`src/hw/rtl/plct_pkg.sv`:
```
// Package with shared constants and types of the transfer function lookup.
`timescale 1ns / 1ps
package plct_pkg;
    localparam int MaxKeys = 16;
    localparam int IdxW = $clog2(MaxKeys);
    localparam int CntW = $clog2(MaxKeys + 1);
    localparam int PosW = 17;
    localparam int ColW = 32;
    localparam int EntW = PosW + 2 * ColW;
    localparam logic [PosW-1:0] PosOne = 17'h10000;
    localparam logic [1:0] CMD_CLEAR = 2'd0;
    localparam logic [1:0] CMD_ADD = 2'd1;
    localparam logic [1:0] CMD_MAP = 2'd2;
    localparam logic [1:0] CMD_IGNORE = 2'd3;
    localparam int InDataW = 104;
    localparam int OutDataW = 40;

    typedef struct packed {
        logic [PosW-1:0] pos;
        logic [ColW-1:0] lcol;
        logic [ColW-1:0] rcol;
    } t_entry;
endpackage

```
`src/hw/rtl/plct_key_ram.sv`:
```
// Synchronous key table memory, one write and one read port.
`timescale 1ns / 1ps
module plct_key_ram
    import plct_pkg::*;
(
    input  logic            i_clk,
    input  logic            i_we,
    input  logic [IdxW-1:0] i_waddr,
    input  t_entry          i_wdata,
    input  logic [IdxW-1:0] i_raddr,
    output t_entry          o_rdata
);
    t_entry r_mem [MaxKeys];
    t_entry r_rdata;

    always_ff @(posedge i_clk) begin
        if (i_we) begin
            r_mem[i_waddr] <= i_wdata;
        end
        r_rdata <= r_mem[i_raddr];
    end

    assign o_rdata = r_rdata;
endmodule

```
`src/hw/rtl/plct_divider.sv`:
```
// Serial signed-by-unsigned interpolation divider for one channel product.
`timescale 1ns / 1ps
module plct_divider
    import plct_pkg::*;
(
    input  logic              i_clk,
    input  logic              i_rst_n,
    input  logic              i_start,
    input  logic [26:0]       i_mag,
    input  logic              i_neg,
    input  logic [PosW-1:0]   i_den,
    output logic              o_done,
    output logic signed [9:0] o_quot
);
    logic [26:0] r_q;
    logic [PosW:0] r_rem;
    logic [4:0] r_cnt;
    logic r_busy;
    logic r_neg;
    logic [PosW-1:0] r_den;
    logic r_done;
    logic [PosW:0] n_trial;
    logic [PosW:0] n_shift;

    always_comb begin
        n_shift = {r_rem[PosW-1:0], r_q[26]};
        n_trial = n_shift - {1'b0, r_den};
    end

    always_ff @(posedge i_clk) begin
        if (!i_rst_n) begin
            r_busy <= 1'b0;
            r_done <= 1'b0;
        end else begin
            r_done <= 1'b0;
            if (i_start) begin
                r_busy <= 1'b1;
                r_cnt <= 5'd0;
                r_q <= i_mag;
                r_rem <= '0;
                r_neg <= i_neg;
                r_den <= i_den;
            end else if (r_busy) begin
                if (!n_trial[PosW]) begin
                    r_rem <= n_trial;
                    r_q <= {r_q[25:0], 1'b1};
                end else begin
                    r_rem <= n_shift;
                    r_q <= {r_q[25:0], 1'b0};
                end
                r_cnt <= r_cnt + 5'd1;
                if (r_cnt == 5'd26) begin
                    r_busy <= 1'b0;
                    r_done <= 1'b1;
                end
            end
        end
    end

    assign o_done = r_done;
    assign o_quot = r_neg ? -$signed({1'b0, r_q[8:0]}) : $signed({1'b0, r_q[8:0]});
endmodule

```
`src/hw/rtl/piecewise_linear_color_transfer_lookup_unit.sv`:
```
// Top level of the piecewise linear RGBA transfer function lookup.
`timescale 1ns / 1ps
// Usage: one request enters on the s_axis group and produces exactly one
// result on the m_axis group. The request carries a command: clear empties
// the key table, add inserts a sorted key, and map turns a sample into an
// interpolated RGBA colour. The keys live in a one-port-read, one-port-write
// synchronous memory; every access goes through a small sequencer.
// Clear goes straight to the output. Add scans the keys one at a time,
// then carries the entries from the insertion point upward by one slot,
// one read and one write per entry. Map scans the keys the same way, then
// runs four channel divisions in turn in a shared bit-serial divider.
// One request is handled at a time; s_axis_tready is high only in idle.
// Reset clears the key count and the sequencer; the memory needs no clearing
// because only entries below the count are ever read.
// When the receiver stalls, the result waits in the output register and the
// next request is not taken until that register has been emptied.
module piecewise_linear_color_transfer_lookup_unit
    import plct_pkg::*;
(
    input  logic                i_clk,
    input  logic                i_rst_n,
    input  logic                s_axis_tvalid,
    output logic                s_axis_tready,
    // key_position[16:0], left r,g,b,a, right r,g,b,a (8 each), sample_value[17:0]
    input  logic [InDataW-1:0]  s_axis_tdata,
    // command[1:0]
    input  logic [1:0]          s_axis_tuser,
    output logic                m_axis_tvalid,
    input  logic                m_axis_tready,
    // out_red, out_green, out_blue, out_alpha (8 each), keys_held[4:0]
    output logic [OutDataW-1:0] m_axis_tdata,
    // table_full
    output logic                m_axis_tuser
);
    localparam logic [3:0] S_IDLE = 4'd0;
    localparam logic [3:0] S_SCAN = 4'd1;
    localparam logic [3:0] S_SCHK = 4'd2;
    localparam logic [3:0] S_SHFR = 4'd3;
    localparam logic [3:0] S_SHFW = 4'd4;
    localparam logic [3:0] S_MRDL = 4'd5;
    localparam logic [3:0] S_MDIV = 4'd6;
    localparam logic [3:0] S_MWAIT = 4'd7;
    localparam logic [3:0] S_OUT = 4'd8;

    logic [3:0] r_state;
    logic [CntW-1:0] r_count;
    logic [CntW-1:0] r_at;
    logic [1:0] r_cmd;
    t_entry r_new;
    logic [PosW-1:0] r_val;
    t_entry r_right;
    logic [PosW-1:0] r_pl;
    logic [ColW-1:0] r_lc;
    logic [1:0] r_ch;
    logic [ColW-1:0] r_res;
    logic r_full;
    logic r_ovalid;

    logic ram_we;
    logic [IdxW-1:0] ram_waddr;
    t_entry ram_wdata;
    logic [IdxW-1:0] ram_raddr;
    t_entry ram_rdata;

    logic div_start;
    logic [26:0] div_mag;
    logic div_neg;
    logic div_done;
    logic signed [9:0] div_q;
    logic signed [8:0] n_diff;
    logic [16:0] n_dv;
    logic [PosW-1:0] n_pos;
    logic signed [18:0] n_samp;
    logic [7:0] n_a;
    logic [7:0] n_b;
    logic [7:0] n_c;

    plct_key_ram u_ram (
        .i_clk(i_clk), .i_we(ram_we), .i_waddr(ram_waddr), .i_wdata(ram_wdata),
        .i_raddr(ram_raddr), .o_rdata(ram_rdata)
    );

    plct_divider u_div (
        .i_clk(i_clk), .i_rst_n(i_rst_n), .i_start(div_start), .i_mag(div_mag),
        .i_neg(div_neg), .i_den(r_right.pos - r_pl), .o_done(div_done), .o_quot(div_q)
    );

    assign s_axis_tready = (r_state == S_IDLE) && !r_ovalid;
    assign m_axis_tvalid = r_ovalid;

    always_comb begin
        n_pos = (s_axis_tdata[16:0] > PosOne) ? PosOne : s_axis_tdata[16:0];
        n_samp = {s_axis_tdata[98], s_axis_tdata[98:81]};
        n_a = r_lc[8*r_ch +: 8];
        n_b = r_right.lcol[8*r_ch +: 8];
        n_diff = $signed({1'b0, n_b}) - $signed({1'b0, n_a});
        n_dv = 17'(r_val - r_pl);
        div_neg = n_diff[8];
        div_mag = 27'(9'(n_diff[8] ? -n_diff : n_diff)) * 27'(n_dv);
        div_start = (r_state == S_MDIV);
        n_c = 8'(10'($signed({2'b0, n_a})) + div_q);
        ram_raddr = IdxW'(r_at);
        ram_we = 1'b0;
        ram_waddr = IdxW'(r_at);
        ram_wdata = r_new;
        // The carried entry goes to the current slot while the old one moves up.
        if (r_state == S_SHFW) begin
            ram_we = 1'b1;
        end
        if (r_state == S_SHFR && r_at == r_count) begin
            ram_we = 1'b1;
        end
        if (r_state == S_SCHK && r_cmd == CMD_ADD &&
            !(r_at < r_count && r_new.pos > ram_rdata.pos)) begin
            ram_we = 1'b1;
        end
    end

    always_ff @(posedge i_clk) begin
        if (!i_rst_n) begin
            r_state <= S_IDLE;
            r_count <= '0;
            r_ovalid <= 1'b0;
        end else begin
            if (r_ovalid && m_axis_tready) begin
                r_ovalid <= 1'b0;
            end
            unique case (r_state)
                S_IDLE: begin
                    if (s_axis_tvalid && s_axis_tready) begin
                        r_cmd <= s_axis_tuser;
                        r_new <= '{pos: n_pos, lcol: s_axis_tdata[48:17],
                                   rcol: s_axis_tdata[80:49]};
                        r_val <= (n_samp < 0) ? '0 :
                                 (n_samp > 19'sh10000) ? PosOne : PosW'(n_samp);
                        r_at <= '0;
                        r_res <= '0;
                        r_full <= 1'b0;
                        priority if (s_axis_tuser == CMD_CLEAR) begin
                            r_count <= '0;
                            r_state <= S_OUT;
                        end else if (s_axis_tuser == CMD_ADD) begin
                            if (r_count >= CntW'(MaxKeys)) begin
                                r_full <= 1'b1;
                                r_state <= S_OUT;
                            end else begin
                                r_state <= S_SCAN;
                            end
                        end else if (s_axis_tuser == CMD_MAP) begin
                            r_state <= (r_count == '0) ? S_OUT : S_SCAN;
                        end else begin
                            r_state <= S_OUT;
                        end
                    end
                end
                S_SCAN: r_state <= S_SCHK;
                S_SCHK: begin
                    if (r_cmd == CMD_ADD) begin
                        if (r_at < r_count && r_new.pos > ram_rdata.pos) begin
                            r_at <= r_at + CntW'(1);
                            r_state <= S_SCAN;
                        end else if (r_at == r_count) begin
                            r_count <= r_count + CntW'(1);
                            r_state <= S_OUT;
                        end else begin
                            // New key written here; carry the displaced entry up.
                            r_new <= ram_rdata;
                            r_at <= r_at + CntW'(1);
                            r_state <= S_SHFR;
                        end
                    end else begin
                        if (r_val > ram_rdata.pos && r_at < r_count - CntW'(1)) begin
                            r_pl <= ram_rdata.pos;
                            r_lc <= ram_rdata.rcol;
                            r_at <= r_at + CntW'(1);
                            r_state <= S_SCAN;
                        end else if (r_val > ram_rdata.pos) begin
                            r_res <= ram_rdata.rcol;
                            r_state <= S_OUT;
                        end else if (r_at == '0) begin
                            r_res <= ram_rdata.lcol;
                            r_state <= S_OUT;
                        end else begin
                            r_right <= ram_rdata;
                            r_ch <= 2'd0;
                            r_state <= S_MRDL;
                        end
                    end
                end
                S_SHFR: begin
                    // At the old end of the table the carried entry is simply appended.
                    if (r_at == r_count) begin
                        r_count <= r_count + CntW'(1);
                        r_state <= S_OUT;
                    end else begin
                        r_state <= S_SHFW;
                    end
                end
                S_SHFW: begin
                    // The entry read at this slot arrives now; carry it to the next one.
                    r_new <= ram_rdata;
                    r_at <= r_at + CntW'(1);
                    r_state <= S_SHFR;
                end
                S_MRDL: r_state <= S_MDIV;
                S_MDIV: r_state <= S_MWAIT;
                S_MWAIT: begin
                    if (div_done) begin
                        r_res[8*r_ch +: 8] <= n_c;
                        r_ch <= r_ch + 2'd1;
                        r_state <= (r_ch == 2'd3) ? S_OUT : S_MDIV;
                    end
                end
                S_OUT: begin
                    if (!r_ovalid) begin
                        r_ovalid <= 1'b1;
                        r_state <= S_IDLE;
                    end
                end
                default: r_state <= S_IDLE;
            endcase
        end
    end

    assign m_axis_tdata = {3'b0, r_count, r_res};
    assign m_axis_tuser = r_full;
endmodule

```
`config.mk`:
```
export PLATFORM = sky130hd
export DESIGN_NAME = piecewise_linear_color_transfer_lookup_unit
export DESIGN_NICKNAME = d
export VERILOG_FILES = /design/src/hw/rtl/plct_pkg.sv /design/src/hw/rtl/plct_key_ram.sv /design/src/hw/rtl/plct_divider.sv /design/src/hw/rtl/piecewise_linear_color_transfer_lookup_unit.sv
export SDC_FILE = /design/constraint.sdc
export NUM_CORES = 2
export LEC_CHECK = 0
export BUFFER_PORTS_ARGS = -buffer_cell sky130_fd_sc_hd__buf_4
export CORE_MARGIN = 2
export CORE_UTILIZATION = 30
export DETAILED_ROUTE_END_ITERATION = 7
export PLACE_DENSITY_LB_ADDON = 0.15
export RECOVER_POWER = 25
export SETUP_SLACK_MARGIN = 0.1
export SLEW_MARGIN = 20
export SYNTH_ARGS = -nofsm -noshare
export SYNTH_HDL_FRONTEND = slang
export SYNTH_SLANG_ARGS = --single-unit
```
`constraint.sdc`:
```
create_clock -name i_clk -period 30.1 [get_ports i_clk]
set_clock_uncertainty 0.05 [all_clocks]
set_input_delay 3.01 -clock i_clk [delete_from_list [all_inputs] [get_ports i_clk]]
set_output_delay 3.01 -clock i_clk [all_outputs]
set_load 0.01 [all_outputs]
```
# After elaboration in Yosys (flattened, before gate mapping)
# Memory sizes are Yosys's and may differ from the RTL's. A register that Yosys moved wholly into a read port is not among the register bits.
# Cells that the tools add are included.
[word_totals]
memories = 1
word_cells = 190
out_inout_bits = 43
in_bits = 110
ram_bits = 1296
ff_bits = 317
[op_classes]
n_mux = 71
addsub = 13
shifts = 4
magnitude_cmp = 8
n_bitwise = 7
n_mul = 1
reduce_logical = 33
eq_ne = 28
[mem_list]
columns = ["memory", "words", "width", "read_ports", "rd_ports_with_merged_regs", "write_ports", "line_no", "source"]
rows = [
  ["u_ram.r_mem", 16, 81, 1, 1, 1, "plct_key_ram.sv:13", "t_entry r_mem [MaxKeys];"],
]
[op_table]
columns = ["operator", "n"]
rows = [
  ["two-way mux 81 bit", 4],
  ["case mux 81 bit (3 select lines)", 1],
  ["two-way mux 32 bit", 6],
  ["case mux 32 bit (3 select lines)", 1],
  ["two-way mux 17 bit", 4],
  ["two-way mux 4 bit", 16],
  ["variable part select 32 x 6 -> 8 bit", 2],
  ["two-way mux 5 bit", 11],
  ["two-way mux 27 bit", 2],
  ["case mux 4 bit (9 select lines)", 1],
  ["greater-than comparator 17 bit", 2],
  ["negator 5 -> 34 bit", 1],
  ["variable shift 8 x 34 -> 32 bit (first input constant)", 1],
  ["variable part select 8 x 34 -> 32 bit", 1],
  ["subtractor 17 bit", 2],
  ["bitwise mux 32 bit", 1],
  ["case mux 5 bit (3 select lines)", 2],
  ["multiplier 9 x 18 -> 27 bit", 1],
  ["greater-than comparator 18 bit (second input constant)", 1],
  ["< comparator 18 x 1 -> 1 bit (second input constant)", 1],
  ["subtractor 18 x 17 -> 18 bit", 1],
  ["greater-than comparator 17 bit (second input constant)", 1],
  ["== test 4 x 3 -> 1 bit (second input constant)", 4],
  ["adder 5 x 1 -> 5 bit (second input constant)", 3],
  ["40 further kinds", 95],
]

# Depth between registers and ports, before layout
[logic_depth]
depth_word = 7
depth_mapped = 36
mapped_depth_nobuf = 33

# By module
# Synthesis repeated with hierarchy kept, for this count alone.
[hier_totals]
hier_cells = 4243
hier_area_um2 = 72976.2
[by_module_without_submodules]
columns = ["mod", "instances", "area_each_um2", "cells_per_inst", "seq_area_each_um2"]
rows = [
  ["plct_key_ram", 1, 50060.5, 2078, 40538.9],
  ["piecewise_linear_color_transfer_lookup_unit", 1, 18924.4, 1835, 7347.0],
  ["plct_divider", 1, 3991.3, 330, 2052.0],
]

# Worst setup path before layout
# Ideal clock, no wire load.
[synth_path]
path_type = "reg2reg"
from = "register r_at[0]"
to = "memory u_ram.r_mem[0][0] (netlist bit), enable pin"
setup_ps = 748
path_slack_ps = 18355
required_ps = 29302
t_arrival_ps = 10948
stages_incl_launch_ff = 15
path_buffers = 4
period_less_slack_ps = 11745
cell_sequence = "edfxtp_1 clkbuf_1 buf_2 buf_2 buf_1 inv_1 ha_1 nor2b_1 o21a_1 o21a_1 o21ai_0 nand3_1 o2111ai_1 and2_1 nor4b_1"
[synth_between]
elab_chain_len = 7
word_cells_on_any_way = 10
classes_between = "order compare (1); eq/ne (1); mux (4); reduce/logical (4)"
[synth_lines]
columns = ["element", "line_no", "source"]
rows = [
  ["start: declaration", "piecewise_linear_color_transfer_lookup_unit.sv:47", "logic [CntW-1:0] r_at;"],
  ["start signal: assignment", "piecewise_linear_color_transfer_lookup_unit.sv:160", "r_at <= r_at + CntW'(1);"],
  ["start signal: assignment", "piecewise_linear_color_transfer_lookup_unit.sv:168", "r_at <= r_at + CntW'(1);"],
  ["start signal: assignment", "piecewise_linear_color_transfer_lookup_unit.sv:175", "r_at <= r_at + CntW'(1);"],
  ["< comparator 5 bit", "piecewise_linear_color_transfer_lookup_unit.sv:114", "!(r_at < r_count && r_new.pos > ram_rdata.pos)) begin"],
  ["logical AND 1 bit", "piecewise_linear_color_transfer_lookup_unit.sv:114", ""],
  ["zero test 1 bit", "piecewise_linear_color_transfer_lookup_unit.sv:114", ""],
  ["logical AND 1 bit", "piecewise_linear_color_transfer_lookup_unit.sv:113", "if (r_state == S_SCHK && r_cmd == CMD_ADD &&"],
  ["two-way mux 1 bit", "piecewise_linear_color_transfer_lookup_unit.sv:113", ""],
  ["two-way mux 1 bit", "plct_key_ram.sv:17", "if (i_we) begin"],
  ["two-way mux 1 bit (not written as such)", "plct_key_ram.sv:18", "r_mem[i_waddr] <= i_wdata;"],
  ["end: declaration", "plct_key_ram.sv:13", ""],
]
# Parallel ways exist; a longest one is shown, timed or not.

# Worst setup path after layout
[layout_path]
from = "register r_ch[0]"
to = "register u_div.r_q[26], data pin"
[layout_between]
elab_chain_len = 6
word_cells_on_any_way = 7
classes_between = "add/sub (2); mul (1); shift (2); mux (2)"
[layout_lines]
columns = ["element", "line_no", "source"]
rows = [
  ["start: declaration", "piecewise_linear_color_transfer_lookup_unit.sv:54", "logic [1:0] r_ch;"],
  ["start signal: assignment", "piecewise_linear_color_transfer_lookup_unit.sv:210", "r_ch <= r_ch + 2'd1;"],
  ["variable part select 32 x 6 -> 8 bit, on equally long branches", "piecewise_linear_color_transfer_lookup_unit.sv:95, piecewise_linear_color_transfer_lookup_unit.sv:94", ""],
  ["subtractor 8 x 8 -> 9 bit *", "piecewise_linear_color_transfer_lookup_unit.sv:96", "n_diff = $signed({1'b0, n_b}) - $signed({1'b0, n_a});"],
  ["named net u_div.i_neg", "plct_divider.sv:10", "input logic i_neg,"],
  ["negator 9 bit", "piecewise_linear_color_transfer_lookup_unit.sv:99", "div_mag = 27'(9'(n_diff[8] ? -n_diff : n_diff)) * 27'(n_dv);"],
  ["two-way mux 9 bit *", "piecewise_linear_color_transfer_lookup_unit.sv:99", ""],
  ["multiplier 9 x 18 -> 27 bit *", "piecewise_linear_color_transfer_lookup_unit.sv:99", ""],
  ["two-way mux 27 bit *", "plct_divider.sv:36", "if (i_start) begin"],
  ["end signal: assignment", "plct_divider.sv:39", "r_q <= i_mag;"],
  ["end signal: assignment", "plct_divider.sv:46", "r_q <= {r_q[25:0], 1'b1};"],
  ["end signal: assignment", "plct_divider.sv:49", "r_q <= {r_q[25:0], 1'b0};"],
  ["end: declaration", "plct_divider.sv:15", "logic [26:0] r_q;"],
]
# Mark *: on every way through the listed nets, which the timed path passes. The rest lies on a longest branch.
# A chain may end at the register's enable or synchronous reset.

==> flow_metrics.py <==
metrics = {
    "timing": {
        "rsz0062_at_grt": "no",
        "fin_crit_ns": 9.69,
        "timing.fmax_mhz": 103,
        "post-route-period-util_pct": 32.2,
        "worst_pin_slew_ns": 1.07,
        "hold_viol": 0,
        "relSlewSlack_pct": 29.0,
        "setup_viol": 0,
        "maxSlewViolCount": 0,
        "fin_setup_tns_ns": 0,
    },
    "logic_synthesis": {
        "synth_seq_cells": 1694,
        "yosysTopAreaCell": "edfxtp_1",
        "synth_most_common_cell": "edfxtp_1",
        "synthDistinctLibCells": 80,
        "synth_edf_count": 1601,
        "synth_top_area_share_pct": 66.0,
        "synth_flop_cell": "edfxtp_1",
        "syn_area_um2": 72800,
        "synthTopCellsByCount": "edfxtp_1 (1601), mux4_2 (421), nand2_1 (324)",
        "seq_area_frac_synth_pct": 68.6,
        "ys_warn_count": 0,
        "synthCells": 4063,
        "async_flop_share_pct": 0,
        "avgSynthCellArea_um2": 17.9,
        "synthTopCellsByArea": "edfxtp_1 (66%), mux4_2 (13%), ha_1 (3.3%)",
    },
    "routing": {
        "drt_pass1_iterations": 5,
        "drt-vias-per-instance": 4.90,
        "drc_errors": 0,
        "via_count": 37600,
        "wl_per_cell_um": 27.0,
        "drt_iter0_drc": 2941,
        "postRouteAntennaNets": 0,
        "routed_wirelength_mm": 207,
    },
    "setup_path": {
        "worstPathRequired_ns": 30.60,
        "worst_setup_path_start_kind": "flip-flop",
        "critPathArrivalTime_ns": 10.19,
        "r2r-start": "r_ch[0]$_SDFFCE_PN0P_",
        "cpMaxStageDelayCell": "mux4_2",
        "crit_type": "reg -> reg",
        "cp_slowest_stage_delay_ns": 0.59,
        "cp-end-kind": "flip-flop",
        "cpMostUsedCell": "inv_1",
        "crit_start": "r_ch[0]$_SDFFCE_PN0P_",
        "crit_fanout": 22,
    },
    "floorplanning": {
        "core_um2": 241000,
        "die-area_um2": 247000,
        "io_pins": 153,
        "die_h_um": 497,
        "fp.dieW_um": 497,
        "initial_core_util_pct": 30.2,
        "fp-row-count": 180,
    },
    "pwr": {
        "pwr-share-clk_pct": 38.5,
        "pwr_density_cell_nw_per_um2": 71.9,
        "p_total_uw": 6070,
        "leakagePower_uw": 0.0287,
        "internal_power_uw": 4470,
        "peakVddDrop_mv": 0.0541,
        "swShare_pct": 26.4,
        "power.share.sequential_pct": 45.6,
        "combPwrFrac_pct": 15.8,
        "netSwitchingPower_uw": 1600,
    },
    "clock_tree": {
        "clk_pin_slew_ns": 0.06,
        "cts_resized": 0,
        "clk_latency_ns": 0.83,
        "cts_buffers": 183,
        "tritoncts": "done",
        "postCtsSetupBuffers": 0,
        "ctsRootBufferMaster": "clkbuf_16",
        "cts_buffer_depth": 3,
        "clock_sink_count": 1694,
        "cts_htree_levels": 4,
        "cts_hold_buf": 0,
    },
    "grt": {
        "grt_max_degree": 116,
        "grt_pass1_wl_mm": 295,
        "antenna_found_initial": 5,
        "grt_overflow_total": 0,
        "grtUsageTotal_pct": 16.7,
        "grt_pass1_vias": 39300,
    },
    "place": {
        "gp_congestion": 0.779,
        "numPortBuffers": 144,
        "hpwlAfterDp_mm": 123,
    },
    "finish": {
        "final_util_pct": 35.0,
        "final_layout_size_suffix_gt1_share_pct": 22.0,
        "final_nets": 4729,
        "area_growth_pct": 15.9,
    },
    "min_path": {
        "worstHoldStart": "u_div.r_busy$_SDFF_PN0_",
        "hold_path.class": "reg -> reg",
    },
    "flow_run": {
        "max_cap_violations": 0,
    },
    "status": {
        "status": "complete, no violations",
    },
}
==> cell type report <==
type                    instances  area (um2)
fillers                     22900      157000
flip-flops and latches       1694       49900
multi-input cells            2019       21700
clock buffers                 243        5050
well taps                    3185        3990
repair buffers                225        1750
clock inverters               102        1280
inverters                     192         721
diodes                          2        5.00
==> layer usage <==
metal | GRT usage, % | vias up | share of wire, %
met3 | 2.07 | 240 | 3.2
met1 | 22.6 | 20200 | 45
met2 | 28.8 | 691 | 50
met4 | 3.60 | 2 | 1.7
li1 | - | 16500 | -
met5 | 0 | - | 0.0063
==> power groups by stage <==
stage / Combinational [uW] / Sequential, uW / Clock, uW
after floorplan: 712 / 2750 / 0
after detailed placement: 979 / 2820 / 0
after global routing: 1100 / 2780 / 2490
final: 962 / 2770 / 2340
after global placement: 988 / 2820 / 0
after CTS: 991 / 2770 / 2400
==> final timing paths <==
kind / end / cells after the start / slack, ns
worst max register to register: u_div.r_q[26]$_DFFE_PP_ / 33 / 20.41
worst min register to register: u_div.o_done$_SDFF_PP0_ / 2 / 0.41
worst max-delay path: u_div.r_q[26]$_DFFE_PP_ / 33 / 20.41
worst min-delay path: u_div.o_done$_SDFF_PP0_ / 2 / 0.41
==> state kept, by name, summed over array words and instances, names as in the netlist, 2 cells and up <==
register / cells
r_new: 81
u_div.r_cnt: 5
u_ram.o_rdata: 81
r_at: 5
r_cmd: 2
r_state: 4
r_res: 32
u_div.r_rem: 17
u_div.r_den: 17
u_div.r_q: 27
r_count: 5
u_ram.r_mem: 1296
r_right: 49
r_ch: 2
r_pl: 17
r_lc: 32
r_val: 17
==> cells in the final DEF (no fill, tap or decap), types with 93 or more instances in the layout <==
cell type  count
inv_1        188
fa_1         111
o21ai_0       93
edfxtp_1    1601
ha_1         193
nand2_1      324
buf_4        220
mux4_2       421
clkbuf_16    185
dfxtp_1       93
nor2_1       152
==> critical path: cells and delay by family (launching register included) <==
family          cells  cell delay [ns]
fa+ha+maj           8             3.61
compound gates     10             2.37
buf+inv             8             0.95
mux                 2             0.95
xor+xnor            2             0.74
simple gates        3             0.37
flops               1             0.32
==> cells by family (layout without fill, tap and decap cells) <==
group                      after synthesis  count (layout)  share of synthesized area [%]
muxes                                  472             472                           13.7
AOI/OAI and AO/OA                      379             379                           3.40
adders and majority gates              304             304                           6.37
DFF                                   1694            1694                           68.6
buffers and inverters                  352             762                           1.84
and+or+nand+nor                        766             766                           4.96
other                                    1               5                        0.00515
xor gates and xnor gates                95              95                           1.16
==> stage by stage <==
stage	instance area, um2	hold slack (ns)	setup WS, ns	std cells
5_1_grt	84400	0.433	19.83	7661
3_5_place_dp	78100	0.394	20.43	7315
6_report	84400	0.407	20.41	7662
4_1_cts	84400	0.408	20.35	7660
2_1_floorplan	72900	0.376	18.35	4065
3_3_place_gp	78100	0.383	20.41	7315
(Power assumes the default switching activity.)
